<file path="src/pkd_pkg.sv">
// Shared types and constants for the packed raster decoder.
`timescale 1ns / 1ps
`default_nettype none
package pkd_pkg;

  localparam int DEF_MAX_WIDTH  = 64;
  localparam int DEF_MAX_HEIGHT = 64;

  localparam int ROW_W = 64;

  // Special nybble codes of the packed format.
  localparam logic [3:0] NYB_REPEAT     = 4'd14;
  localparam logic [3:0] NYB_REPEAT_ONE = 4'd15;
  localparam logic [3:0] NYB_RAW_MODE   = 4'd14;
  localparam logic [4:0] ZERO_LIMIT     = 5'd16;
  localparam logic [6:0] REPEAT_SAT     = 7'd127;

  // Configuration register indexes.
  localparam logic [1:0] REG_DYN_F        = 2'd0;
  localparam logic [1:0] REG_START_BLACK  = 2'd1;
  localparam logic [1:0] REG_GLYPH_WIDTH  = 2'd2;
  localparam logic [1:0] REG_GLYPH_HEIGHT = 2'd3;

  // Token phases.
  localparam logic [1:0] PH_START = 2'd0;
  localparam logic [1:0] PH_TWO   = 2'd1;
  localparam logic [1:0] PH_ZEROS = 2'd2;
  localparam logic [1:0] PH_DIGIT = 2'd3;

  typedef enum logic [2:0] {
    ST_IDLE,
    ST_START,
    ST_RAW,
    ST_RUN,
    ST_REP,
    ST_FLUSH
  } state_t;

  typedef enum logic [3:0] {
    CMD_NONE,
    CMD_LOAD,
    CMD_TOKEN,
    CMD_RAW,
    CMD_RUN,
    CMD_RUN_END,
    CMD_REP,
    CMD_REP_END,
    CMD_FLUSH
  } cmd_t;

  typedef struct packed {
    logic stopped;
    logic raw_mode;
    logic token_run;
    logic raw_emit;
    logic raw_last;
    logic run_active;
    logic run_emit;
    logic rep_follow;
    logic rep_active;
    logic slot_ok;
    logic pend_valid;
    logic out_free;
  } dp_status_t;

  typedef struct packed {
    logic             kind;
    logic [ROW_W-1:0] bits;
    logic [5:0]       row_number;
    logic             image_done;
  } result_t;

endpackage
`default_nettype wire

</file>
<file path="src/pkd_ctrl.sv">
// Sequencing state machine of the packed raster decoder.
`timescale 1ns / 1ps
`default_nettype none
module pkd_ctrl (
  input  wire                 clk,
  input  wire                 rst,
  input  wire                 in_valid,
  output logic                in_ready,
  input  pkd_pkg::dp_status_t status,
  output pkd_pkg::cmd_t       cmd
);
  import pkd_pkg::*;

  state_t state, state_next;

  // State register.
  always_ff @(posedge clk) begin
    if (rst) begin
      state <= ST_IDLE;
    end else begin
      state <= state_next;
    end
  end

  // Next state and datapath commands.
  always_comb begin
    state_next = state;
    cmd        = CMD_NONE;
    in_ready   = 1'b0;
    case (state)
      ST_IDLE: begin
        in_ready = 1'b1;
        if (in_valid) begin
          cmd        = CMD_LOAD;
          state_next = ST_START;
        end
      end
      ST_START: begin
        if (status.stopped) begin
          state_next = ST_FLUSH;
        end else if (status.raw_mode) begin
          cmd        = CMD_RAW;
          state_next = ST_RAW;
        end else begin
          cmd        = CMD_TOKEN;
          state_next = status.token_run ? ST_RUN : ST_FLUSH;
        end
      end
      ST_RAW: begin
        if (!status.raw_emit || status.slot_ok) begin
          cmd = CMD_RAW;
          if (status.raw_last) begin
            state_next = ST_FLUSH;
          end
        end
      end
      ST_RUN: begin
        if (!status.run_active) begin
          cmd        = CMD_RUN_END;
          state_next = ST_FLUSH;
        end else if (!status.run_emit || status.slot_ok) begin
          cmd = CMD_RUN;
          if (status.rep_follow) begin
            state_next = ST_REP;
          end
        end
      end
      ST_REP: begin
        if (!status.rep_active) begin
          cmd        = CMD_REP_END;
          state_next = ST_RUN;
        end else if (status.slot_ok) begin
          cmd = CMD_REP;
        end
      end
      ST_FLUSH: begin
        if (!status.pend_valid) begin
          state_next = ST_IDLE;
        end else if (status.out_free) begin
          cmd        = CMD_FLUSH;
          state_next = ST_IDLE;
        end
      end
      default: begin
        state_next = ST_IDLE;
      end
    endcase
  end

endmodule
`default_nettype wire

</file>
<file path="src/pkd_datapath.sv">
// Decoder state, token and run arithmetic, row buffer and result registers.
`timescale 1ns / 1ps
`default_nettype none
module pkd_datapath #(
  parameter int MAX_WIDTH  = pkd_pkg::DEF_MAX_WIDTH,
  parameter int MAX_HEIGHT = pkd_pkg::DEF_MAX_HEIGHT
) (
  input  wire                  clk,
  input  wire                  rst,
  input  wire                  cfg_valid,
  input  wire  [1:0]           cfg_index,
  input  wire  [6:0]           cfg_data,
  input  wire  [3:0]           in_nybble,
  input  wire                  in_new_glyph,
  input  pkd_pkg::cmd_t        cmd,
  output pkd_pkg::dp_status_t  status,
  input  wire                  out_ready,
  output logic                 out_valid,
  output pkd_pkg::result_t     out_res,
  output logic                 out_last
);
  import pkd_pkg::*;

  localparam logic [6:0] W_MAX = 7'(MAX_WIDTH);
  localparam logic [6:0] H_MAX = 7'(MAX_HEIGHT);
  localparam logic [ROW_W-1:0] ONES = {ROW_W{1'b1}};
  localparam logic [ROW_W-1:0] MSB  = {1'b1, {(ROW_W-1){1'b0}}};

  // Configuration registers.
  logic [3:0] dyn_f;
  logic       start_black;
  logic [6:0] glyph_width;
  logic [6:0] glyph_height;

  // Decoder state.
  logic [3:0]       nyb;
  logic [1:0]       bit_idx;
  logic [1:0]       phase;
  logic [4:0]       zeros_seen;
  logic [4:0]       nybbles_left;
  logic [3:0]       first_digit;
  logic [31:0]      acc;
  logic             repeat_pending;
  logic [6:0]       repeat_rows;
  logic [6:0]       rep_left;
  logic             colour;
  logic [6:0]       column;
  logic [6:0]       row;
  logic [ROW_W-1:0] row_buffer;
  logic             halted;
  logic [31:0]      run_left;

  // Result staging: a pending result waits until it is known whether it is the last.
  logic    pend_valid;
  result_t pend;

  logic [6:0] w_eff, h_eff;
  always_comb begin
    w_eff = (glyph_width == 7'd0) ? 7'd1 : ((glyph_width > W_MAX) ? W_MAX : glyph_width);
    h_eff = (glyph_height == 7'd0) ? 7'd1 : ((glyph_height > H_MAX) ? H_MAX : glyph_height);
  end

  // Token decoding for one packed nybble.
  logic        tk_fin, tk_err;
  logic [31:0] tk_num;
  logic [31:0] acc_new;
  logic [4:0]  nl_new;
  logic [33:0] num_wide;
  logic [7:0]  d15;
  always_comb begin
    tk_fin  = 1'b0;
    tk_err  = 1'b0;
    tk_num  = 32'd0;
    acc_new = (acc > 32'h0FFF_FFFF) ? 32'hFFFF_FFFF : {acc[27:0], nyb};
    nl_new  = (nybbles_left != 5'd0) ? nybbles_left - 5'd1 : 5'd0;
    d15     = {dyn_f, 4'b0} - {4'b0, dyn_f};
    num_wide = {2'b0, acc_new} + 34'd193 - {26'b0, d15};
    case (phase)
      PH_START: begin
        if (nyb != NYB_REPEAT && nyb != NYB_REPEAT_ONE && nyb != 4'd0 && nyb <= dyn_f) begin
          tk_fin = 1'b1;
          tk_num = {28'b0, nyb};
        end
      end
      PH_TWO: begin
        // Full 32-bit arithmetic, so a dyn_f raised within the token wraps as expected.
        tk_fin = 1'b1;
        tk_num = ((32'(first_digit) - 32'(dyn_f) - 32'd1) << 4)
               + 32'(nyb) + 32'(dyn_f) + 32'd1;
      end
      PH_ZEROS: begin
        tk_err = (nyb == 4'd0) && (zeros_seen + 5'd1 > ZERO_LIMIT);
      end
      PH_DIGIT: begin
        if (nl_new == 5'd0) begin
          tk_fin = 1'b1;
          tk_num = (num_wide[33:32] != 2'b0) ? 32'hFFFF_FFFF : num_wide[31:0];
        end
      end
      default: begin
        tk_fin = 1'b0;
      end
    endcase
  end

  // Run step: fill up to the end of the row by mask.
  logic [6:0]       room, run_n, col_sum;
  logic [ROW_W-1:0] run_mask, run_row;
  always_comb begin
    room     = w_eff - column;
    run_n    = (run_left < {25'b0, room}) ? run_left[6:0] : room;
    col_sum  = column + run_n;
    run_mask = colour ? ((ONES >> column) & ~(ONES >> col_sum)) : '0;
    run_row  = row_buffer | run_mask;
  end

  // Raw step: one pixel.
  logic [ROW_W-1:0] raw_row;
  logic [6:0]       raw_col;
  always_comb begin
    raw_row = nyb[bit_idx] ? (row_buffer | (MSB >> column)) : row_buffer;
    raw_col = column + 7'd1;
  end

  // Status to the controller.
  logic out_free, emit;
  result_t emit_res;
  assign out_free = !out_valid || out_ready;
  always_comb begin
    status.stopped    = halted || (row >= h_eff);
    status.raw_mode   = (dyn_f >= NYB_RAW_MODE);
    status.token_run  = tk_fin && !repeat_pending;
    status.raw_emit   = (row < h_eff) && (raw_col >= w_eff);
    status.raw_last   = (bit_idx == 2'd0);
    status.run_active = (run_left != 32'd0) && (row < h_eff);
    status.run_emit   = (col_sum >= w_eff);
    status.rep_follow = (col_sum >= w_eff) && (repeat_rows != 7'd0) && (row + 7'd1 < h_eff);
    status.rep_active = (rep_left != 7'd0) && (row < h_eff);
    status.slot_ok    = !pend_valid || out_free;
    status.pend_valid = pend_valid;
    status.out_free   = out_free;
  end

  // Result produced in this cycle, if any.
  always_comb begin
    emit = 1'b0;
    emit_res.kind       = 1'b0;
    emit_res.bits       = row_buffer;
    emit_res.row_number = row[5:0];
    emit_res.image_done = (row + 7'd1 == h_eff);
    case (cmd)
      CMD_TOKEN: begin
        if (tk_err) begin
          emit = 1'b1;
          emit_res.kind       = 1'b1;
          emit_res.bits       = '0;
          emit_res.image_done = 1'b0;
        end
      end
      CMD_RAW: begin
        emit = status.raw_emit;
        emit_res.bits = raw_row;
      end
      CMD_RUN: begin
        emit = status.run_emit;
        emit_res.bits = run_row;
      end
      CMD_REP: begin
        emit = 1'b1;
      end
      default: begin
        emit = 1'b0;
      end
    endcase
  end

  // Configuration writes.
  always_ff @(posedge clk) begin
    if (rst) begin
      dyn_f        <= 4'd0;
      start_black  <= 1'b0;
      glyph_width  <= 7'd64;
      glyph_height <= 7'd64;
    end else if (cfg_valid) begin
      case (cfg_index)
        REG_DYN_F:        dyn_f        <= cfg_data[3:0];
        REG_START_BLACK:  start_black  <= cfg_data[0];
        REG_GLYPH_WIDTH:  glyph_width  <= cfg_data;
        REG_GLYPH_HEIGHT: glyph_height <= cfg_data;
        default:          dyn_f        <= dyn_f;
      endcase
    end
  end

  // Decoder state updates.
  always_ff @(posedge clk) begin
    if (rst) begin
      phase          <= PH_START;
      zeros_seen     <= 5'd0;
      nybbles_left   <= 5'd0;
      first_digit    <= 4'd0;
      acc            <= 32'd0;
      repeat_pending <= 1'b0;
      repeat_rows    <= 7'd0;
      rep_left       <= 7'd0;
      colour         <= 1'b0;
      column         <= 7'd0;
      row            <= 7'd0;
      row_buffer     <= '0;
      halted         <= 1'b0;
      run_left       <= 32'd0;
      bit_idx        <= 2'd3;
    end else begin
      case (cmd)
        CMD_LOAD: begin
          bit_idx <= 2'd3;
          if (in_new_glyph) begin
            phase          <= PH_START;
            zeros_seen     <= 5'd0;
            nybbles_left   <= 5'd0;
            first_digit    <= 4'd0;
            acc            <= 32'd0;
            repeat_pending <= 1'b0;
            repeat_rows    <= 7'd0;
            colour         <= start_black;
            column         <= 7'd0;
            row            <= 7'd0;
            row_buffer     <= '0;
            halted         <= 1'b0;
          end
        end
        CMD_TOKEN: begin
          case (phase)
            PH_START: begin
              if (nyb == NYB_REPEAT) begin
                repeat_pending <= 1'b1;
              end else if (nyb == NYB_REPEAT_ONE) begin
                repeat_rows <= 7'd1;
              end else if (nyb == 4'd0) begin
                zeros_seen <= 5'd1;
                phase      <= PH_ZEROS;
              end else if (!tk_fin) begin
                first_digit <= nyb;
                phase       <= PH_TWO;
              end
            end
            PH_ZEROS: begin
              if (nyb == 4'd0) begin
                zeros_seen <= zeros_seen + 5'd1;
                if (tk_err) begin
                  halted <= 1'b1;
                  phase  <= PH_START;
                end
              end else begin
                acc          <= {28'b0, nyb};
                nybbles_left <= zeros_seen;
                phase        <= PH_DIGIT;
              end
            end
            PH_DIGIT: begin
              acc          <= acc_new;
              nybbles_left <= nl_new;
            end
            default: begin
              phase <= phase;
            end
          endcase
          if (tk_fin) begin
            phase <= PH_START;
            if (repeat_pending) begin
              repeat_rows    <= (tk_num > 32'(REPEAT_SAT)) ? REPEAT_SAT : tk_num[6:0];
              repeat_pending <= 1'b0;
            end else begin
              run_left <= tk_num;
            end
          end
        end
        CMD_RAW: begin
          bit_idx <= bit_idx - 2'd1;
          if (row < h_eff) begin
            if (raw_col >= w_eff) begin
              row        <= row + 7'd1;
              column     <= 7'd0;
              row_buffer <= '0;
            end else begin
              column     <= raw_col;
              row_buffer <= raw_row;
            end
          end
        end
        CMD_RUN: begin
          run_left <= run_left - {25'b0, run_n};
          if (status.run_emit) begin
            row         <= row + 7'd1;
            repeat_rows <= 7'd0;
            if (status.rep_follow) begin
              rep_left   <= repeat_rows;
              row_buffer <= run_row;
              column     <= col_sum;
            end else begin
              column     <= 7'd0;
              row_buffer <= '0;
            end
          end else begin
            column     <= col_sum;
            row_buffer <= run_row;
          end
        end
        CMD_RUN_END: begin
          colour <= ~colour;
        end
        CMD_REP: begin
          row      <= row + 7'd1;
          rep_left <= rep_left - 7'd1;
        end
        CMD_REP_END: begin
          rep_left   <= 7'd0;
          column     <= 7'd0;
          row_buffer <= '0;
        end
        default: begin
          halted <= halted;
        end
      endcase
    end
  end

  // Captured input nybble.
  always_ff @(posedge clk) begin
    if (cmd == CMD_LOAD) begin
      nyb <= in_nybble;
    end
  end

  // Pending and output result registers.
  always_ff @(posedge clk) begin
    if (rst) begin
      pend_valid <= 1'b0;
      out_valid  <= 1'b0;
    end else begin
      if (out_valid && out_ready) begin
        out_valid <= 1'b0;
      end
      if (emit) begin
        pend_valid <= 1'b1;
        if (pend_valid) begin
          out_valid <= 1'b1;
        end
      end else if (cmd == CMD_FLUSH) begin
        pend_valid <= 1'b0;
        out_valid  <= 1'b1;
      end
    end
  end

  always_ff @(posedge clk) begin
    if (emit) begin
      pend <= emit_res;
      if (pend_valid) begin
        out_res  <= pend;
        out_last <= 1'b0;
      end
    end else if (cmd == CMD_FLUSH) begin
      out_res  <= pend;
      out_last <= 1'b1;
    end
  end

`ifndef SYNTH
  // A pending result only moves out into a free output register.
  a_no_overwrite: assert property (@(posedge clk) disable iff (rst)
    (emit && pend_valid) |-> out_free)
    else $error("result overwrote an untaken output");

  // Flushing empties the pending stage and leaves a final result.
  a_flush: assert property (@(posedge clk) disable iff (rst)
    (cmd == CMD_FLUSH) |=> (!pend_valid && out_valid && out_last))
    else $error("flush did not deliver the final result");

  // The column never runs past the widest row.
  a_column: assert property (@(posedge clk) disable iff (rst)
    column <= W_MAX)
    else $error("column beyond row width");
`endif

endmodule
`default_nettype wire

</file>
<file path="src/pk_packed_raster_decoder_unit.sv">
// Top level of the PK-font packed raster decoder.
//
// Usage: nybbles arrive on the s_axis stream, one transaction each, with
// tuser set on the first nybble of a glyph to clear the decoder state.
// Each completed pixel row (or a bad packed number error) leaves on the
// m_axis stream; tlast marks the final result caused by one nybble.
// Configuration registers dyn_f, start_black, glyph_width, glyph_height
// are written through the cfg channel (index 0..3). The user must write
// them only while the block is idle; the block itself does not enforce it.
// Sequence: a nybble is loaded and decoded, then gives four raw pixels in
// raw mode, or for a run fills row segments, pausing while the output is
// not free; a repeat that follows a row re-emits it. Each row step emits at most one row.
// Every result waits in a pending register until the next row step or the
// flush at the end of the nybble shows whether more follow, and moves into
// the output register at that step. The next nybble is taken in the cycle
// after the final result has moved into the output register.
// A stalled receiver holds the output register and pauses row emission.
// Reset restores the register defaults and clears the decoder state except the captured nybble.
`timescale 1ns / 1ps
`default_nettype none
module pk_packed_raster_decoder_unit #(
  parameter int MAX_WIDTH  = pkd_pkg::DEF_MAX_WIDTH,
  parameter int MAX_HEIGHT = pkd_pkg::DEF_MAX_HEIGHT
) (
  input  wire         clk,
  input  wire         rst,
  input  wire         cfg_valid,
  output logic        cfg_ready,
  input  wire  [1:0]  cfg_index,
  input  wire  [6:0]  cfg_data,
  input  wire         s_axis_tvalid,
  output logic        s_axis_tready,
  input  wire  [7:0]  s_axis_tdata,   // [3:0] nybble, [7:4] zero
  input  wire         s_axis_tuser,   // [0] new_glyph
  output logic        m_axis_tvalid,
  input  wire         m_axis_tready,
  output logic [71:0] m_axis_tdata,   // [63:0] row_bits, [69:64] row_number,
                                      // [70] image_done, [71] zero
  output logic        m_axis_tuser,   // [0] kind
  output logic        m_axis_tlast
);
  import pkd_pkg::*;

  cmd_t       cmd;
  dp_status_t status;
  result_t    res;

  assign cfg_ready = 1'b1;

  pkd_ctrl u_ctrl (
    .clk      (clk),
    .rst      (rst),
    .in_valid (s_axis_tvalid),
    .in_ready (s_axis_tready),
    .status   (status),
    .cmd      (cmd)
  );

  pkd_datapath #(
    .MAX_WIDTH  (MAX_WIDTH),
    .MAX_HEIGHT (MAX_HEIGHT)
  ) u_dp (
    .clk          (clk),
    .rst          (rst),
    .cfg_valid    (cfg_valid),
    .cfg_index    (cfg_index),
    .cfg_data     (cfg_data),
    .in_nybble    (s_axis_tdata[3:0]),
    .in_new_glyph (s_axis_tuser),
    .cmd          (cmd),
    .status       (status),
    .out_ready    (m_axis_tready),
    .out_valid    (m_axis_tvalid),
    .out_res      (res),
    .out_last     (m_axis_tlast)
  );

  // Output packing.
  assign m_axis_tdata = {1'b0, res.image_done, res.row_number, res.bits};
  assign m_axis_tuser = res.kind;

endmodule
`default_nettype wire
</file>
<file path="config.mk">
export PLATFORM = sky130hd
export DESIGN_NAME = pk_packed_raster_decoder_unit
export DESIGN_NICKNAME = d
export VERILOG_FILES = /design/src/pkd_pkg.sv /design/src/pkd_ctrl.sv /design/src/pkd_datapath.sv /design/src/pk_packed_raster_decoder_unit.sv
export SDC_FILE = /design/constraint.sdc
export NUM_CORES = 1
export LEC_CHECK = 0
export BUFFER_PORTS_ARGS = -buffer_cell sky130_fd_sc_hd__buf_4
export CAP_MARGIN = 0
export CORE_ASPECT_RATIO = 1.25
export CORE_MARGIN = 2
export CORE_UTILIZATION = 30
export CTS_CLUSTER_DIAMETER = 60
export DETAILED_ROUTE_END_ITERATION = 8
export GPL_ROUTABILITY_DRIVEN = 0
export PLACE_DENSITY_LB_ADDON = 0.12
export SLEW_MARGIN = 40
export SYNTH_ARGS = -nofsm -noshare
export SYNTH_HDL_FRONTEND = slang
export SYNTH_SLANG_ARGS = --single-unit
</file>
<file path="constraint.sdc">
create_clock -name clk -period 15.9 [get_ports clk]
set_clock_uncertainty 0.05 [all_clocks]
set_input_delay 1.59 -clock clk [delete_from_list [all_inputs] [get_ports clk]]
set_output_delay 1.59 -clock clk [all_outputs]
set_load 0.02 [all_outputs]
</file>
==> impl_metrics.json, run 1 <==
{
  "end_kind": "flop",
  "dp_hpwl_mm": 58.58,
  "drt-pass1-iter-count": 6,
  "area_delta_synth_final_pct": 15.23,
  "hold_buffers": 0,
  "drc": 0,
  "p_leak_uw": 0.009204,
  "synth_nets": 2766,
  "synth-seq-area-share_pct": 38.30,
  "avgSynthCellArea_um2": 8.413,
  "drt_wl_total_mm": 80.67,
  "clkSinkCount": 350,
  "report.final.slew_viol_count": 0,
  "placed_cells": 3575,
  "antenna_found_initial": 0,
  "post-synth-top-area-fraction_pct": 20.17,
  "netlist_instances": 2637,
  "critPathRequiredTime_ns": 16.16,
  "p_per_area_nw_per_um2": 151.3,
  "htree_levels": 2,
  "track_usage_pct": 20.79,
  "initial_core_util_pct": 30.26,
  "yosysMostFrequentCell": "nand2_1",
  "maxCapViolations": 0,
  "crit_fanout": 33,
  "cpMostUsedCell": "ha_1",
  "hold_viol": 0,
  "hold_class": "flop to flop",
  "synth-main-ff-cell": "dfxtp_1",
  "setup_viol": 0,
  "fin_setup_tns_ns": 0,
  "die_h_um": 308.0,
  "pin_count": 100,
  "cts_root_buf": "clkbuf_16",
  "max_slew_margin_pct": 39.24,
  "synth_area_leaders": "edfxtp_1, dfxtp_1, ha_1, a21oi_1, nand2_1",
  "coreArea_um2": 73330,
  "clk_pin_slew_ns": 0.06,
  "fin_nets": 2793,
  "cts_setup_buffers": 0,
  "slowest_delay_ns": 0.78,
  "viasPerCell": 5.738,
  "drive_above_1_share_pct": 11.33,
  "synth_area_um2": 22190,
  "start_kind": "flop",
  "clockBufferDepth": 3,
  "yosysWarnings": 0,
  "crit_type": "flop to flop",
  "clk_latency_ns": 0.62,
  "grt_max_degree": 79,
  "wire_per_inst_um": 22.04,
  "synth_top_area_cell": "edfxtp_1",
  "numCtsBuffers": 46,
  "instances_no_fill": 3661,
  "fp.dieW_um": 247.2,
  "synth_seq_cells": 350,
  "min_period_over_period_pct": 59.82,
  "irDropWorstVdd_uv": 103.3,
  "synth_edf_count": 149,
  "drtIter0Drc": 1752,
  "dieArea_um2": 76160,
  "synth_cell_types": 110,
  "worstMarginPinSlew_ns": 0.9115,
  "antenna_cells": 0,
  "final_antenna_net_count": 0,
  "max_freq_mhz": 105.1,
  "rsz0062_at_grt": "false",
  "fin_crit_ns": 9.512,
  "crit_arrival_ns": 9.78,
  "async_flop_share_pct": 0,
  "grt_pass1_vias": 20650,
  "finalInstanceArea_um2": 25560,
  "ctsResizeCount": 0,
  "synth_commonest_cells": "nand2_1, a21oi_1, nor2_1",
  "power_uw": 3869,
  "num_vias": 21010,
  "grt_pass1_wl_mm": 123.5,
  "place_area_um2": 23950,
  "slowest_stage": "o21a_2",
  "io_buffer_count": 93,
  "num_rows": 111,
  "grt.overflow.total": 0,
  "cts_tree": "done",
  "status": "finished, final reports clean"
}
## critical path, delay by kind of cell (launching register included)
kind                       cells  cell delay [ns]
AOI/OAI and AO/OA             14             3.92
xor gates and xnor gates       3             0.47
adders and majority gates      6             1.75
buffers and inverters          7             1.63
DFF                            1             0.37
and+or+nand+nor                6             0.98
## cell usage in the layout (no fill, tap or decap), types with 31 or more instances in the layout
cell type,count
nand2_1,293
a21oi_1,245
nor2_1,222
dfxtp_1,201
o21ai_0,172
edfxtp_1,149
buf_4,137
ha_1,100
inv_1,79
nand3_1,73
nor3_1,72
a31oi_1,63
o22ai_1,49
clkbuf_16,47
xnor2_1,45
a211oi_1,36
nand2b_1,35
a21o_1,35
o21ai_1,34
a22oi_1,32
xor2_1,31
## path summary, 6_finish.rpt
path                                           from              end  slack [ns]  cells after the start
worst max-delay path            u_dp.glyph_width[1]    u_dp.pend[23]        6.39                     36
worst min register to register         u_dp.pend[1]  u_dp.out_res[1]        0.37                      0
worst max register to register  u_dp.glyph_width[1]    u_dp.pend[23]        6.39                     36
worst min-delay path                   u_dp.pend[1]  u_dp.out_res[1]        0.37                      0
## cells by family after synthesis
family	count (synthesis)	share of synthesized area, %
buffers and inverters	251	4.517
AND/OR/NAND/NOR	915	19.87
multiplexers	35	1.703
AO/OA/AOI/OAI	897	26.07
adder cells (fa/ha/maj)	106	6.181
XOR/XNOR	81	3.327
other	2	0.03385
flip-flops	350	38.30
## report_power, final
group	internal (uW)	leakage, uW	switching [uW]	total [uW]
sequential	1010	0.00304	57.8	1060
combinational	528	0.00541	1220	1740
clock	615	0.000752	445	1060
## through the flow
stage	setup WS (ns)	util [%]	hold slack (ns)
after floorplan	7.670	-	0.3503
after global placement	6.285	32.53	0.3515
after detailed placement	6.218	32.66	0.3545
after CTS	6.168	34.79	0.3642
after global routing	5.596	34.86	0.3713
final	6.388	34.86	0.3670
## flip-flops by register name, summed over array words and instances (netlist names), 2 cells and up
register and flops:
u_dp.out_res 72, u_dp.pend 72, u_dp.row_buffer 64, u_dp.acc 32, u_dp.run_left 32, u_dp.column 7
u_dp.glyph_height 7, u_dp.glyph_width 7, u_dp.rep_left 7, u_dp.repeat_rows 7, u_dp.row 7, u_dp.nybbles_left 5
u_dp.zeros_seen 5, u_dp.dyn_f 4, u_dp.first_digit 4, u_dp.nyb 4, u_ctrl.state 3, u_dp.bit_idx 2
u_dp.phase 2
## final cells by class
cell class	count	area, um2
fill	7672	47770
sequential	350	8498
clock buffer	58	1237
clock inverter	27	321.6
inverter	87	326.6
multi-input combinational	2036	12850
timing repair buffer	143	1125
tap	960	1201
## per-layer routing
metal | vias up | wire length [um] | GRT usage (%)
met4 | 0 | 4150 | 10.58
met2 | 747 | 41180 | 37.58
met5 | - | 0 | 0
met3 | 213 | 3891 | 2.593
met1 | 10150 | 31450 | 23.85
li1 | 9895 | - | -
No activity file was read; power rests on OpenSTA's default activity.
==> inputs of run 2 (changes only) <==
==> constraint.sdc (replaced) <==
create_clock -name clk -period 8.8 [get_ports clk]
set_clock_uncertainty 0.05 [all_clocks]
set_input_delay 0.88 -clock clk [delete_from_list [all_inputs] [get_ports clk]]
set_output_delay 0.88 -clock clk [all_outputs]
set_load 0.02 [all_outputs]
==> impl_metrics.json, run 2 (synthesis results as in run 1) <==
{
  "status": "finished, final reports clean",
  "worstMarginPinSlew_ns": 0.9487,
  "end_kind": "flop",
  "grt_pass1_vias": 20820,
  "seqCellArea_um2": 8498,
  "switchingPower_uw": 3048,
  "min_period_over_period_pct": 91.76,
  "crit_type": "flop to flop",
  "max_freq_mhz": 123.8,
  "p_int_uw": 3841,
  "hold_viol": 0,
  "setup_viol": 0,
  "io_buffer_count": 93,
  "num_rows": 111,
  "layout_commonest_cell": "nand2_1",
  "cts_setup_buffers": 0,
  "numCtsBuffers": 44,
  "hold_buffers": 0,
  "coreArea_um2": 73330,
  "clk_latency_ns": 0.62,
  "slowest_delay_ns": 0.64,
  "num_vias": 20970,
  "path_delay_family": "compound AO/OA/AOI/OAI gates",
  "hold_class": "flop to flop",
  "pin_count": 100,
  "crit_buf_inv": 4,
  "reg_top3": "u_dp.out_res: 72 flops, u_dp.pend: 72 flops, u_dp.row_buffer: 64 flops",
  "viasPerCell": 5.701,
  "n_fill_cell": 7733,
  "clkSinkCount": 350,
  "irDropWorstVdd_uv": 196.8,
  "path_depth": 27,
  "crit_fanout": 18,
  "clk_pin_slew_ns": 0.06,
  "ctsResizeCount": 0,
  "drtIter0Drc": 1665,
  "p_leak_uw": 0.009223,
  "initial_core_util_pct": 30.26,
  "p_comb_share_pct": 46.2,
  "swShare_pct": 44.24,
  "start_kind": "flop",
  "slowest_stage": "a2111oi_0",
  "fp.dieW_um": 247.2,
  "crit_arrival_ns": 8.49,
  "power_frac_seq_pct": 27.9,
  "antenna_cells": 0,
  "p_per_area_nw_per_um2": 270.0,
  "fin_setup_tns_ns": 0,
  "wire_per_inst_um": 22.07,
  "report.final.slew_viol_count": 0,
  "r2r_end": "u_dp.row_buffer[63]",
  "multi_input_area_um2": 12790,
  "max_slew_margin_pct": 35.86,
  "clockBufferDepth": 3,
  "antenna_found_initial": 0,
  "final_antenna_net_count": 0,
  "fin_crit_ns": 8.075,
  "r2r_cells": 27,
  "maxCapViolations": 0,
  "drive_above_1_share_pct": 11.41,
  "layout_common_cells": "nand2_1, a21oi_1, nor2_1",
  "whs_ns": 0.3558,
  "worstSetupEndpoint": "u_dp.row_buffer[63]",
  "cts_root_buf": "clkbuf_16",
  "power_frac_clock_pct": 25.9,
  "drt-pass1-iter-count": 5,
  "grt.overflow.total": 0,
  "track_usage_pct": 21.02,
  "grt_pass1_wl_mm": 124.5,
  "drc": 0,
  "drt_wl_total_mm": 81.19,
  "r2r-start": "u_dp.column[1]",
  "dieArea_um2": 76160,
  "dp_hpwl_mm": 59.78,
  "area_delta_synth_final_pct": 15.01,
  "startpoint": "u_dp.column[1]",
  "cts_tree": "done",
  "grt_max_degree": 80,
  "fin_nets": 2812,
  "regToRegSetupSlack_ns": 0.73,
  "die_h_um": 308.0,
  "htree_levels": 2,
  "critPathRequiredTime_ns": 9.22,
  "rsz0062_at_grt": "false"
}
-- run 2: changes by cell type in the layout (fill, tap and decap cells not counted), moves of 3 or more --
cell	previous run	this run
buf_4	137	160
clkbuf_1	9	14
inv_6	5	1
nor3_1	72	76
clkbuf_16	47	44
-- run 2: metal layers --
metal  vias to the layer above  wire length, um  global-route usage, %
met5                         -                0                      0
met4                         0             4286                  10.54
met3                       209             3841                  2.550
met2                       706            41170                  37.96
met1                     10130            31890                  24.26
li1                       9924                -                      -
-- run 2: worst min-delay path by stage --
stage                   from          endpoint  slack [ns]  cells after the start
2_1_floorplan   u_dp.pend[0]   u_dp.out_res[0]        0.35                      0
3_3_place_gp   u_dp.pend[19]  u_dp.out_res[19]        0.35                      0
3_5_place_dp   u_dp.pend[12]  u_dp.out_res[12]        0.35                      0
4_1_cts        u_dp.pend[71]  u_dp.out_res[71]        0.36                      0
5_1_grt        u_dp.pend[19]  u_dp.out_res[19]        0.37                      0
6_report       u_dp.pend[71]  u_dp.out_res[71]        0.36                      0
-- run 2: final cells by class --
type                       instances  share of cell area, %
clock buffer                      62                  4.737
clock inverter                    19                 0.8483
inverter                          87                  1.280
multi-input combinational       2036                  50.14
sequential                       350                  33.30
tap                              960                  4.707
timing repair buffer             164                  4.987
-- run 2: power groups by stage --
stage | combinational [uW] | sequential [uW] | clock, uW
final | 3180 | 1920 | 1780
after floorplan | 2090 | 1920 | 0
after detailed placement | 3110 | 1960 | 0
after global routing | 3460 | 1940 | 1910
after global placement | 3090 | 1960 | 0
after CTS | 3120 | 1920 | 1850
-- run 2: metrics by stage --
stage | total power (uW) | instances | cell area (um2) | utilization [%] | worst slack [ns]
2_1_floorplan | 4003 | 2637 | 22190 | - | 0.5696
3_3_place_gp | 5050 | 3597 | 24040 | 32.79 | 0.9643
3_5_place_dp | 5070 | 3597 | 24080 | 32.84 | 0.7997
4_1_cts | 6899 | 3678 | 25510 | 34.79 | 0.8178
5_1_grt | 7311 | 3678 | 25520 | 34.80 | 0.01075
6_report | 6890 | 3678 | 25520 | 34.80 | 0.7251
